**config.mk**
```make
export PLATFORM = sky130hd
export DESIGN_NAME = stl_ctrl
export DESIGN_NICKNAME = d
export VERILOG_FILES = /design/src/stl_pkg.sv /design/src/stl_ctrl.sv
export SDC_FILE = /design/constraint.sdc
export NUM_CORES = 1
export LEC_CHECK = 0
export ABC_AREA = 1
export CELL_PAD_IN_SITES_DETAIL_PLACEMENT = 0
export CELL_PAD_IN_SITES_GLOBAL_PLACEMENT = 1
export CORE_MARGIN = 2
export CORE_UTILIZATION = 51
export CTS_CLUSTER_DIAMETER = 30
export DETAILED_ROUTE_END_ITERATION = 10
export DONT_BUFFER_PORTS = 1
export PLACE_DENSITY_LB_ADDON = 0.1
export SYNTH_ARGS = -nofsm -noshare
export SYNTH_HDL_FRONTEND = slang
export SYNTH_SLANG_ARGS = --single-unit
```
**constraint.sdc**
```tcl
create_clock -name clock -period 8 [get_ports clock]
set_input_delay 0.4 -clock clock [delete_from_list [all_inputs] [get_ports clock]]
set_output_delay 0.4 -clock clock [all_outputs]
set_load 0.05 [all_outputs]
```
**src/stl_pkg.sv**
```systemverilog
// Shared types, constants and helper functions for the symbol table unit.
package stl_pkg;

   localparam int MAX_LOG2  = 12;
   localparam int INIT_LOG2 = 3;
   localparam int RESET_LOG2 = (INIT_LOG2 > MAX_LOG2) ? MAX_LOG2 : INIT_LOG2;

   localparam int IDX_W  = MAX_LOG2;
   localparam int ADDR_W = IDX_W + 1;
   localparam int CNT_W  = IDX_W + 1;
   localparam int LG_W   = $clog2(MAX_LOG2 + 2);
   localparam int SLOT_W = 12;
   localparam int DEPTH  = 1 << ADDR_W;

   localparam logic [1:0] STAT_FOUND    = 2'd0;
   localparam logic [1:0] STAT_INSERTED = 2'd1;
   localparam logic [1:0] STAT_FULL     = 2'd2;

   typedef struct packed {
      logic [31:0] key;
      logic [31:0] key_hash;
      logic [31:0] new_handle;
   } req_type;

   typedef struct packed {
      logic [1:0]        status;
      logic [31:0]       handle;
      logic [SLOT_W-1:0] slot;
   } rsp_type;

   typedef struct packed {
      logic        valid;
      logic [31:0] key;
      logic [31:0] key_hash;
      logic [31:0] handle;
   } entry_type;

   typedef struct packed {
      logic              en;
      logic              we;
      logic [ADDR_W-1:0] addr;
      entry_type         wdata;
   } mem_req_type;

   typedef enum logic [3:0] {
      ST_CLEAR, ST_IDLE, ST_PRD, ST_PCHK, ST_GCLR,
      ST_SRD, ST_SCHK, ST_GRD, ST_GCHK, ST_OUT
   } state_type;

   function automatic logic [IDX_W:0] cap_of(input logic [LG_W-1:0] lg);
      return (IDX_W+1)'(1) << lg;
   endfunction

   function automatic logic [IDX_W-1:0] mask_of(input logic [LG_W-1:0] lg);
      logic [IDX_W:0] c;
      c = cap_of(lg) - (IDX_W+1)'(1);
      return c[IDX_W-1:0];
   endfunction

endpackage

```
**src/stl_ctrl.sv**
```systemverilog
// Probe, insert and grow sequencer for the symbol table.
module stl_ctrl (
   input  logic                 clock,
   input  logic                 reset,
   input  logic                 req_valid,
   input  stl_pkg::req_type     req_data,
   output logic                 busy,
   output logic                 res_valid,
   output stl_pkg::rsp_type     res_data,
   input  logic                 res_ready,
   output stl_pkg::mem_req_type mem_req,
   input  stl_pkg::entry_type   rdata
);
   import stl_pkg::*;

   state_type         state_ff, state_in;
   logic [31:0]       key_ff, key_in;
   logic [31:0]       hash_ff, hash_in;
   logic [31:0]       handle_ff, handle_in;
   logic [IDX_W-1:0]  i_ff, i_in;
   logic [IDX_W:0]    n_ff, n_in;
   logic [IDX_W:0]    clr_ff, clr_in;
   logic [IDX_W:0]    src_ff, src_in;
   logic [LG_W-1:0]   lg_ff, lg_in;
   logic [CNT_W-1:0]  count_ff, count_in;
   logic              bank_ff, bank_in;
   logic              match_ff, match_in;
   entry_type         ent_ff, ent_in;
   rsp_type           res_ff, res_in;

   logic [IDX_W:0]    cap_cur, cap_new;
   logic [IDX_W-1:0]  mask_cur, mask_new;
   logic [IDX_W:0]    step_sum;
   logic [CNT_W:0]    count_next;
   logic              over_half;
   logic              src_last;

   always_ff @(posedge clock) begin
      if (reset) begin
         state_ff <= ST_CLEAR;
         clr_ff   <= '0;
         lg_ff    <= LG_W'(RESET_LOG2);
         count_ff <= '0;
         bank_ff  <= 1'b0;
      end else begin
         state_ff <= state_in;
         clr_ff   <= clr_in;
         lg_ff    <= lg_in;
         count_ff <= count_in;
         bank_ff  <= bank_in;
      end
   end

   always_ff @(posedge clock) begin
      key_ff    <= key_in;
      hash_ff   <= hash_in;
      handle_ff <= handle_in;
      i_ff      <= i_in;
      n_ff      <= n_in;
      src_ff    <= src_in;
      match_ff  <= match_in;
      ent_ff    <= ent_in;
      res_ff    <= res_in;
   end

   assign cap_cur    = cap_of(lg_ff);
   assign cap_new    = cap_of(lg_ff + LG_W'(1));
   assign mask_cur   = mask_of(lg_ff);
   assign mask_new   = mask_of(lg_ff + LG_W'(1));
   assign step_sum   = {1'b0, i_ff} + n_ff + (IDX_W+1)'(1);
   assign count_next = {1'b0, count_ff} + (CNT_W+1)'(1);
   assign over_half  = count_next > (CNT_W+1)'(cap_cur >> 1);
   assign src_last   = (src_ff + (IDX_W+1)'(1)) == cap_cur;

   assign busy      = (state_ff != ST_IDLE);
   assign res_valid = (state_ff == ST_OUT);
   assign res_data  = res_ff;

   always_comb begin
      state_in  = state_ff;
      key_in    = key_ff;
      hash_in   = hash_ff;
      handle_in = handle_ff;
      i_in      = i_ff;
      n_in      = n_ff;
      clr_in    = clr_ff;
      src_in    = src_ff;
      lg_in     = lg_ff;
      count_in  = count_ff;
      bank_in   = bank_ff;
      match_in  = match_ff;
      ent_in    = ent_ff;
      res_in    = res_ff;
      mem_req   = '0;

      unique case (state_ff)
         ST_CLEAR: begin
            mem_req.en    = 1'b1;
            mem_req.we    = 1'b1;
            mem_req.addr  = {1'b0, clr_ff[IDX_W-1:0]};
            clr_in        = clr_ff + (IDX_W+1)'(1);
            if (clr_in == cap_cur) begin
               state_in = ST_IDLE;
            end
         end
         ST_IDLE: begin
            if (req_valid) begin
               key_in    = req_data.key;
               hash_in   = req_data.key_hash;
               handle_in = req_data.new_handle;
               i_in      = req_data.key_hash[IDX_W-1:0] & mask_cur;
               n_in      = '0;
               match_in  = 1'b1;
               state_in  = ST_PRD;
            end
         end
         ST_PRD: begin
            mem_req.en   = 1'b1;
            mem_req.addr = {bank_ff, i_ff};
            state_in     = ST_PCHK;
         end
         ST_PCHK: begin
            state_in = ST_OUT;
            if (!rdata.valid) begin
               if (over_half) begin
                  if (lg_ff >= LG_W'(MAX_LOG2)) begin
                     res_in = '{status: STAT_FULL, handle: '0, slot: '0};
                  end else begin
                     clr_in   = '0;
                     state_in = ST_GCLR;
                  end
               end else begin
                  mem_req.en    = 1'b1;
                  mem_req.we    = 1'b1;
                  mem_req.addr  = {bank_ff, i_ff};
                  mem_req.wdata = '{valid: 1'b1, key: key_ff, key_hash: hash_ff,
                                    handle: handle_ff};
                  count_in      = count_next[CNT_W-1:0];
                  res_in        = '{status: STAT_INSERTED, handle: handle_ff,
                                    slot: SLOT_W'(i_ff)};
               end
            end else if (match_ff && rdata.key == key_ff) begin
               res_in = '{status: STAT_FOUND, handle: rdata.handle, slot: SLOT_W'(i_ff)};
            end else if ((n_ff + (IDX_W+1)'(1)) == cap_cur) begin
               res_in = '{status: STAT_FULL, handle: '0, slot: '0};
            end else begin
               i_in     = step_sum[IDX_W-1:0] & mask_cur;
               n_in     = n_ff + (IDX_W+1)'(1);
               state_in = ST_PRD;
            end
         end
         ST_GCLR: begin
            // Empty the used part of the other bank before copying into it.
            mem_req.en   = 1'b1;
            mem_req.we   = 1'b1;
            mem_req.addr = {~bank_ff, clr_ff[IDX_W-1:0]};
            clr_in       = clr_ff + (IDX_W+1)'(1);
            if (clr_in == cap_new) begin
               src_in   = '0;
               state_in = ST_SRD;
            end
         end
         ST_SRD: begin
            mem_req.en   = 1'b1;
            mem_req.addr = {bank_ff, src_ff[IDX_W-1:0]};
            state_in     = ST_SCHK;
         end
         ST_SCHK, ST_GCHK: begin
            if (state_ff == ST_SCHK && rdata.valid) begin
               ent_in   = rdata;
               i_in     = rdata.key_hash[IDX_W-1:0] & mask_new;
               n_in     = '0;
               state_in = ST_GRD;
            end else if (state_ff == ST_GCHK && rdata.valid &&
                         (n_ff + (IDX_W+1)'(1)) != cap_new) begin
               i_in     = step_sum[IDX_W-1:0] & mask_new;
               n_in     = n_ff + (IDX_W+1)'(1);
               state_in = ST_GRD;
            end else begin
               if (state_ff == ST_GCHK && !rdata.valid) begin
                  mem_req.en    = 1'b1;
                  mem_req.we    = 1'b1;
                  mem_req.addr  = {~bank_ff, i_ff};
                  mem_req.wdata = ent_ff;
               end
               if (src_last) begin
                  // Copy complete: switch banks and place the pending key.
                  bank_in  = ~bank_ff;
                  lg_in    = lg_ff + LG_W'(1);
                  match_in = 1'b0;
                  i_in     = hash_ff[IDX_W-1:0] & mask_new;
                  n_in     = '0;
                  state_in = ST_PRD;
               end else begin
                  src_in   = src_ff + (IDX_W+1)'(1);
                  state_in = ST_SRD;
               end
            end
         end
         ST_GRD: begin
            mem_req.en   = 1'b1;
            mem_req.addr = {~bank_ff, i_ff};
            state_in     = ST_GCHK;
         end
         ST_OUT: begin
            if (res_ready) begin
               state_in = ST_IDLE;
            end
         end
         default: begin
            state_in = ST_IDLE;
         end
      endcase
   end
endmodule

```
==> Word level (Yosys, flattened, before mapping) <==
Cells that the tools add are included.
Widths: inputs -> output; s select.
{ "classes": {"add_sub_neg": 9, "n_lt_le_gt_ge": 2, "eq_ne": 33, "n_shift": 2, "mux": 57, "bitwise": 10, "reduce_logical": 24} }
{ "op_table": {"columns": ["cell", "n"], "rows": [
  ["$mux 112", 5],
  ["$mux 46", 5],
  ["$pmux 97 s2", 1],
  ["$mux 13", 14],
  ["$pmux 13 s7", 1],
  ["$mux 12", 7],
  ["$and 12x12->12", 5],
  ["$eq 13x13->1", 4],
  ["$pmux 13 s2", 2],
  ["$mux 4", 11],
  ["$add 13x1->13 const B", 3],
  ["$pmux 13 s3", 1],
  ["$pmux 12 s3", 1],
  ["$pmux 4 s9", 1],
  ["$eq 32x32->1", 1],
  ["$ne 2x2->1 const B", 13],
  ["$shl 1x4->13 const A", 2],
  ["$sub 12x1->12 const B", 2],
  ["$eq 4x3->1 const B", 4],
  ["$add 13x1->14 const B", 1],
  ["$gt 14x12->1", 1],
  ["$ne 13x13->1", 1],
  ["$add 12x1->12 const B", 1],
  ["$add 12x12->12", 1],
  ["27 further kinds", 49]
]} }
{ "totals": {"ff_bits": 313, "in_bits": 197, "output_inout_bits": 160, "word_cells": 156} }

==> Logic depth before layout (Yosys ltp) <==
Gate-level depths: netlist (run 1).
{ "depth": {"ltp_word": 8, "mapped_depth": 21, "mapped_depth_nobuf": 21} }

==> Worst setup path before layout (run 1) <==
OpenSTA, ideal clock, no wires.
{ "synth_timing": {"path_type": "register to register", "from": "register state_ff[0]", "to": "register handle_ff[0], enable pin", "setup_time_ns": 0.552, "arrival_ns": 5.019, "required_time_ns": 7.448, "setup_slack_ns": 2.429, "stages_incl_launch_ff": 7, "n_path_buf": 0, "synth_period_minus_slack_ns": 5.571, "cell_sequence": "dfxtp_1 -> inv_1 -> nor2_1 -> inv_1 -> nor2_1 -> inv_1 -> nor2_1"} }
{ "synth_via": {"elab_chain_len": 2} }
{ "synth_rtl": {"columns": ["element", "line", "text"], "rows": [
  ["start, declared", "stl_ctrl.sv:16", "state_type state_ff, state_in;"],
  ["start signal, assigned", "stl_ctrl.sv:46", "state_ff <= state_in;"],
  ["$eq 4x1->1", "stl_ctrl.sv:96", "unique case (state_ff)"],
  ["$reduce_and 2->1 (no source line)", null, null],
  ["end signal, assigned", "stl_ctrl.sv:57", "handle_ff <= handle_in;"],
  ["end, declared", "stl_ctrl.sv:19", "logic [31:0] handle_ff, handle_in;"]
]} }
No other way between the ends.
A chain may end at the register's enable or synchronous reset.

==> summary.txt, run 1 <==
number of antenna violations at the first check in global routing: 1
WP data required: 7.60 ns
Worst Clk Skew: 0.0312 ns
CTS Root Cell: clkbuf_16
Syn Area/Cell: 8.55 um2
DRC Markers: 0
drt wl/cell: 23.5 um
Die X: 186 um
final net count: 2456
Int Power: 0.00376 W
Max-slew headroom: 0.137
CP max stage cell: buf_4
drt first pass iters: 6
PostCTS Resize Cnt: 0
routability cong.: 0.947
Peak VDD IR: 0.000271 V
port buffer count: 0
HP Class: primary input to register
Final min period: 5.44 ns
vias: 15753
core footprint: 32600 um2
CP Max Fanout: 69
final period utilization: 0.680
Seq/Total Area, Yosys: 0.533
DR iter-0 viols: 1574
clock slew at reported path FFs: 0.06 ns
mux cell area share after synthesis: 0
Synth Register Bits: 313
Crit. End Element: output pin
I/O pins: 357
Sw Share: 0.221
Starting Density: 0.520
simple-gate portion of the synthesized area: 0.238
Synth top area share: 0.492
Seq pwr share: 0.369
combinational group share of total power: 0.032
vias in the first global route: 15717
Routed WL: 63.9 mm
PD cells: 221 nW/um2
clock network fraction of design power: 0.599
fillers: 2543
final worst-path setup slack: 2.56 ns
CTS Sinks: 313
num rows: 66
Netlist cell types: 47
post-synthesis compound-gate area fraction: 0.0903
RSZ-0062 raised after global routing: no
layout cells sized above 1: 0.0816
largest family of logic cells by synthesized area: simple AND/OR/NAND/NOR gates
Placement Setup Slack: 3.21 ns
Synth Cell Area: 17000 um2
TNS Setup: 0 ns
TritonCTS buffer count: 71
final hold violations: 0
hold_buf cts: 194
leak pwr: 9.38 nW
Switch Pwr: 0.00107 W
Synth Net Count: 2219
Synth area leader: edfxtp_1
post-route ant nets: 0
worst-margin pin slew: 1.31 ns
worst-path cell chain: inv_1 > ha_1 > inv_1 > nor2_1 > inv_1 > ha_1 > nand2_1 > inv_1 > nand3_1 > o21ai_0 > a21oi_1 > nand2_1 > nand2_1 > nand4_1 > buf_4 > nand2_1 > o21ai_0 > o221ai_1
Clock Latency Late Sink: 0.59 ns
Post-CTS Setup Bufs: 0
max incr delay on CP: 0.67 ns
P&R area growth vs syn: 28.9%
CTS tree: done
hpwl dp: 42.8 mm
crit start category: register
routed vias/inst: 5.79
die area: 34700 um2
max cap viols: 0
Synth Area in XOR/XNOR: 0.0258
WS Path Type: register to output pin
global-route usage over all layers: 0.364
status: completed
clock buffer depth: 3
Pins Over Slew Limit: 0
first-pass GRT wire length: 95.8 mm
Syn Inst Count: 1985
global route overflow: 0
Synth area leaders: edfxtp_1 49%, nand2_1 12%, inv_1 6.8%
YS warnings: 0
Die Height: 186 um
endpoints failing setup: 0
largest net degree at the start of global routing: 70
H-tree lvl count: 3
WP data arrival: 5.04 ns
fraction of the mapped netlist area in adder cells: 0.0277
Peak Freq: 184 MHz
-- flip-flops by register name, summed over array words and instances (netlist names), 4 cells and up --
name and flops:
i_ff 12, key_ff 32, res_data 46, state_ff 4, src_ff 13, ent_ff 97, handle_ff 32, count_ff 13
n_ff 13, hash_ff 32, clr_ff 13, lg_ff 4
-- worst paths after layout --
path / from / endpoint / slack (ns) / cells past startpoint
max: lg_ff[0] / mem_req[103] / 2.56 / 18
min reg2reg: clr_ff[11] / clr_ff[11] / 0.48 / 2
max reg2reg: lg_ff[0] / res_data[10] / 3.79 / 18
min: rdata[13] / res_data[25] / 0.004 / 2
-- stage by stage --
stage | cells | hold WS [ns] | utilization | area (um2) | power (W)
after floorplan | 1985 | 0.454 | - | 17000 | 0.00186
after global placement | 2397 | 0.460 | 0.538 | 17500 | 0.00188
after detailed placement | 2397 | 0.464 | 0.538 | 17500 | 0.00188
after CTS | 2721 | 0.000554 | 0.670 | 21900 | 0.00479
after global routing | 2722 | 0.00696 | 0.670 | 21900 | 0.00493
final | 2722 | 0.00374 | 0.670 | 21900 | 0.00482
-- layout make-up --
cell class	instances	area, um2	share of cell area
Timing Repair Buffer	219	2130	0.0974
Tap cell	442	553	0.0253
Multi-Input combinational cell	1299	6570	0.300
Sequential cell	313	9050	0.414
Clock buffer	84	1890	0.0864
Inverter	318	1190	0.0546
Clock inverter	46	482	0.0220
Antenna cell	1	2.50	0.000114
-- power groups by stage --
| stage | Clock [W] | Sequential [W] | Combinational [W] |
|---|---|---|---|
| 5_1_grt | 0.00298 | 0.00178 | 0.000165 |
| 2_1_floorplan | 0 | 0.00181 | 0.0000484 |
| 3_5_place_dp | 0 | 0.00181 | 0.0000656 |
| 6_report | 0.00289 | 0.00178 | 0.000155 |
| 3_3_place_gp | 0 | 0.00181 | 0.0000653 |
| 4_1_cts | 0.00286 | 0.00178 | 0.000148 |
-- cells in the final DEF, fill, tap and decap left out, types with 7 or more instances in the layout --
cell,instances
nor3_1,22
o221ai_1,10
o22ai_1,90
o211ai_1,8
clkbuf_16,73
nor2_4,7
clkinv_4,9
xor2_1,39
a32o_1,7
dlygate4sd3_1,194
or2_2,14
o21ai_0,58
nand3_1,134
clkinv_1,14
clkbuf_1,9
inv_2,7
a21oi_1,53
o21ai_1,7
buf_4,25
clkinv_2,8
xnor2_1,11
edfxtp_1,278
nor2_1,186
inv_1,308
ha_1,36
nand4_1,34
nand2_1,533
dfxtp_1,35
-- synth_stat cells (all sizes together) --
cell type  instances
nand2            540
inv              315
edfxtp           278
nor2             200
nand3            136
o22ai             90
o21ai             65
a21oi             53
clkbuf            41
xor2              39
ha                36
dfxtp             35
nand4             34
nor3              24
buf               14
or2               14
xnor2             11
o221ai            10
o211ai             8
a32o               7
a211oi             5
nand3b             5
a31oi              3
clkinv             3
nor4               3
o21bai             3
o32ai              3
a21o               2
o2111ai            2
a22oi              1
fa                 1
nor3b              1
nor4b              1
o21a               1
o31ai              1
-- layer usage --
| metal | vias up | GRT usage | wire (um) |
|---|---|---|---|
| met3 | 225 | 0.0749 | 5410 |
| met2 | 968 | 0.610 | 30900 |
| met1 | 7430 | 0.439 | 23700 |
| met4 | 0 | 0.209 | 3840 |
| met5 | - | 0 | 0 |
| li1 | 7130 | - | - |
-- cell families after synthesis --
group,count (synthesis)
AOI/OAI and AO/OA,254
xor gates and xnor gates,50
DFF,313
buffers and inverters,373
adders and majority gates,37
and+or+nand+nor,958
-- worst max-delay path, delay by kind of cell, from the launching register on --
family	cells	cell delay [ns]
compound gates	4	1.09
simple gates	7	1.22
fa+ha+maj	2	0.63
buf+inv	5	1.12
flops	1	0.37
No activity file was read; power rests on OpenSTA's default activity.
==> run 2, diff against run 1 <==
- ABC_AREA: 1 -> 0
- CORE_UTILIZATION: 51 -> 45
- clock period: 8 -> 4.8 ns (I/O delays scaled with it)
==> summary.txt, run 2 <==
status: completed
core footprint: 36300 um2 (+11%)
crit start category: register
hpwl dp: 41.7 mm (-2.6%)
simple-gate portion of the synthesized area: 0.127 (-0.112)
H-tree lvl count: 3 (unchanged)
Syn Inst Count: 1452 (-27%)
drt wl/cell: 26.9 um (+14%)
Worst Clk Skew: 0.0205 ns (-0.0107 ns)
r2r endpoint: src_ff[8]
Crit. End Element: output pin
leak pwr: 8.33 nW (-11%)
worst-path cell chain: ha_1 > nand3_1 > or2_2 > nor2_1 > xor2_1 > ha_1 > a21o_1 > a21o_1 > a211oi_2 > a21oi_1 > buf_4 > nor3_4 > buf_12 > buf_12 > a22o_1 > buf_4
global route overflow: 0 (unchanged)
WHS: 0.0254 ns (+0.0217 ns)
worst hold path stage count: 4 (+2)
routability cong.: 0.935 (-1.3%)
final period utilization: 0.937
P&R area growth vs syn: 38.8%
largest net degree at the start of global routing: 62 (-11%)
Syn Area/Cell: 11.3 um2 (+33%)
final hold violations: 0 (unchanged)
Reg2Reg Launch Point: lg_ff[2]
max incr delay on CP: 0.41 ns (-0.26 ns)
CTS tree: done
Multi-input gate area: 6970 um2 (+6.2%)
Synth Cell Area: 16500 um2 (-2.9%)
clock slew at reported path FFs: 0.05 ns (about the same)
global-route usage over all layers: 0.317 (-0.0474)
WP data required: 4.56 ns (-3.04 ns)
Die Height: 195 um (+4.8%)
worst r2r path cells: 11 (-7)
clock buffer depth: 3 (unchanged)
Post-CTS Setup Bufs: 0 (unchanged)
vias: 13947 (-11%)
placed cell count: 1947 (-19%)
fillers: 2731 (+7.4%)
Hold Path Sink: i_ff[8]
post-synthesis compound-gate area fraction: 0.172 (+0.0822)
vias in the first global route: 13880 (-12%)
Synth Register Bits: 313 (unchanged)
Synth Area in XOR/XNOR: 0.0835 (+0.0577)
WP data arrival: 4.26 ns (-0.78 ns)
Synth area leaders: edfxtp_1 51%, a22o_1 6.8%, dfxtp_1 4.3%
count leader, synth: edfxtp_1
Routed WL: 61.4 mm (-3.9%)
Storage cell area: 9050 um2 (unchanged)
CP Max Fanout: 45 (-35%)
hold path start: rdata[40]
Most used DFF post-synth: edfxtp_1
Peak VDD IR: 0.000240 V (-11%)
CTS Sinks: 313 (unchanged)
Clock Latency Late Sink: 0.59 ns (about the same)
layout cells sized above 1: 0.170 (+0.0880)
CTS Root Cell: clkbuf_16
first-pass GRT wire length: 90.9 mm (-5.2%)
port buffer count: 0 (unchanged)
Synth top cells by count: 278 x edfxtp_1, 134 x nor2_1, 128 x a22o_1
Peak Freq: 222 MHz
HP Class: primary input to register
DRC Markers: 0 (unchanged)
Final min period: 4.50 ns
num rows: 70 (+6.1%)
CP max stage cell: or2_2
Post-synth EDFFs: 278 (unchanged)
worst-margin pin slew: 1.36 ns (+0.0444 ns)
Die X: 195 um (+4.8%)
YS warnings: 0 (unchanged)
number of antenna violations at the first check in global routing: 0 (-1)
Synth top area share: 0.507 (+0.0146)
Biggest register: ent_ff
fraction of the mapped netlist area in adder cells: 0.0286 (+0.000824)
endpoints failing setup: 0 (unchanged)
TritonCTS buffer count: 75 (+5.6%)
Async SR Flop Fraction: 0 (unchanged)
largest family of logic cells by synthesized area: compound AO/OA/AOI/OAI gates
routed vias/inst: 6.10 (+5.4%)
Max-slew headroom: 0.0831 (-0.0539)
Netlist cell types: 74 (+57%)
commonest non-fill, non-tap cell in the layout: edfxtp_1
Seq/Total Area, Yosys: 0.549 (+0.0158)
Pins Over Slew Limit: 0 (unchanged)
die area: 38200 um2 (+9.8%)
final net count: 1987 (-19%)
Non-Filler Instances: 2286 (-16%)
R2R setup slack: 0.37 ns (-3.42 ns)
Synth area leader: edfxtp_1
Largest register FFs: 97 (unchanged)
mux cell area share after synthesis: 0.00501 (+0.00501)
post-route ant nets: 0 (unchanged)
PD cells: 376 nW/um2 (+71%)
Synth Net Count: 1686 (-24%)
WS Path Type: register to output pin
drt first pass iters: 5 (-1)
most frequent cells in the layout: 278 x edfxtp_1, 196 x dlygate4sd3_1, 130 x nor2_1
Starting Density: 0.453 (-0.0668)
max cap viols: 0 (unchanged)
DR iter-0 viols: 1115 (-29%)
I/O pins: 357 (unchanged)
run 2: cell types whose count changed after synthesis, moves of 14 or more:
cell | before | now
xor2_1 | 39 | 71
a22o_1 | 0 | 128
o22ai_1 | 90 | 4
nor2_1 | 191 | 134
a21oi_1 | 53 | 68
nand3_1 | 135 | 41
inv_1 | 309 | 41
nand4_1 | 34 | 19
xnor2_1 | 11 | 68
clkbuf_1 | 41 | 80
nand2_1 | 533 | 80
a22oi_1 | 1 | 16
or3_1 | 0 | 15
nor4_1 | 3 | 17
run 2: timing repair:
action / CTS / global route
hold buffers: 197 / 0
gates resized for setup: 1 / 32
endpoints found under the setup margin: 2 / 82
gates cloned: 0 / 0
hold endpoints to repair: 269 / 0
run 2: per-layer routing:
metal,track usage,vias to the layer above,wire [um]
met5,0,-,0
met4,0.113,0,1810
met3,0.0646,114,4790
met2,0.544,729,30500
met1,0.398,6932,24300
li1,-,6172,-
run 2: how the worst max path moves through the flow:
stage / from / endpoint / cells past startpoint
2_1_floorplan: lg_ff[2] / i_ff[0] / 12
3_3_place_gp: lg_ff[2] / src_ff[9] / 12
3_5_place_dp: lg_ff[2] / src_ff[6] / 11
4_1_cts: count_ff[0] / mem_req[74] / 16
5_1_grt: count_ff[0] / mem_req[5] / 16
6_report: count_ff[0] / mem_req[5] / 16
run 2: cell type report:
cell class,instances,area share
diodes,2,0.000219
clock buffers,95,0.0903
clock inverters,45,0.0278
inverters,42,0.00711
multi-input cells,993,0.305
flip-flops and latches,313,0.396
well taps,468,0.0256
repair buffers,328,0.148
run 2: logic make-up after synthesis:
family	count (synthesis)
and+or+nand+nor	414
AOI/OAI and AO/OA	388
DFF	313
xor gates and xnor gates	146
buffers and inverters	146
adders and majority gates	37
muxes	8
run 2: where the power goes:
part	switching [W]	internal, W	total (W)
Sequential	0.00000407	0.00297	0.00297
Clock	0.00167	0.00371	0.00538
Combinational	0.000115	0.000147	0.000262
Total	0.00179	0.00682	0.00861
run 2: worst max-delay path: cells and delay by family, from the launching register on:
kind | cells | cell delay [ns]
AOI/OAI and AO/OA | 5 | 0.95
xor gates and xnor gates | 1 | 0.09
adders and majority gates | 2 | 0.43
buffers and inverters | 4 | 0.83
DFF | 1 | 0.40
and+or+nand+nor | 4 | 0.95
run 2: stage by stage:
stage                     total power (W)   TNS, ns  instance area, um2  setup WS, ns  utilization
after floorplan                   0.00309    -0.659               16500       -0.0264            -
after global placement            0.00312         0               18100         0.175        0.498
after detailed placement          0.00312         0               18100         0.470        0.499
after CTS                         0.00862         0               22800         0.109        0.627
after global routing              0.00880  -0.00182               22900      -0.00182        0.629
final                             0.00861         0               22900         0.301        0.629
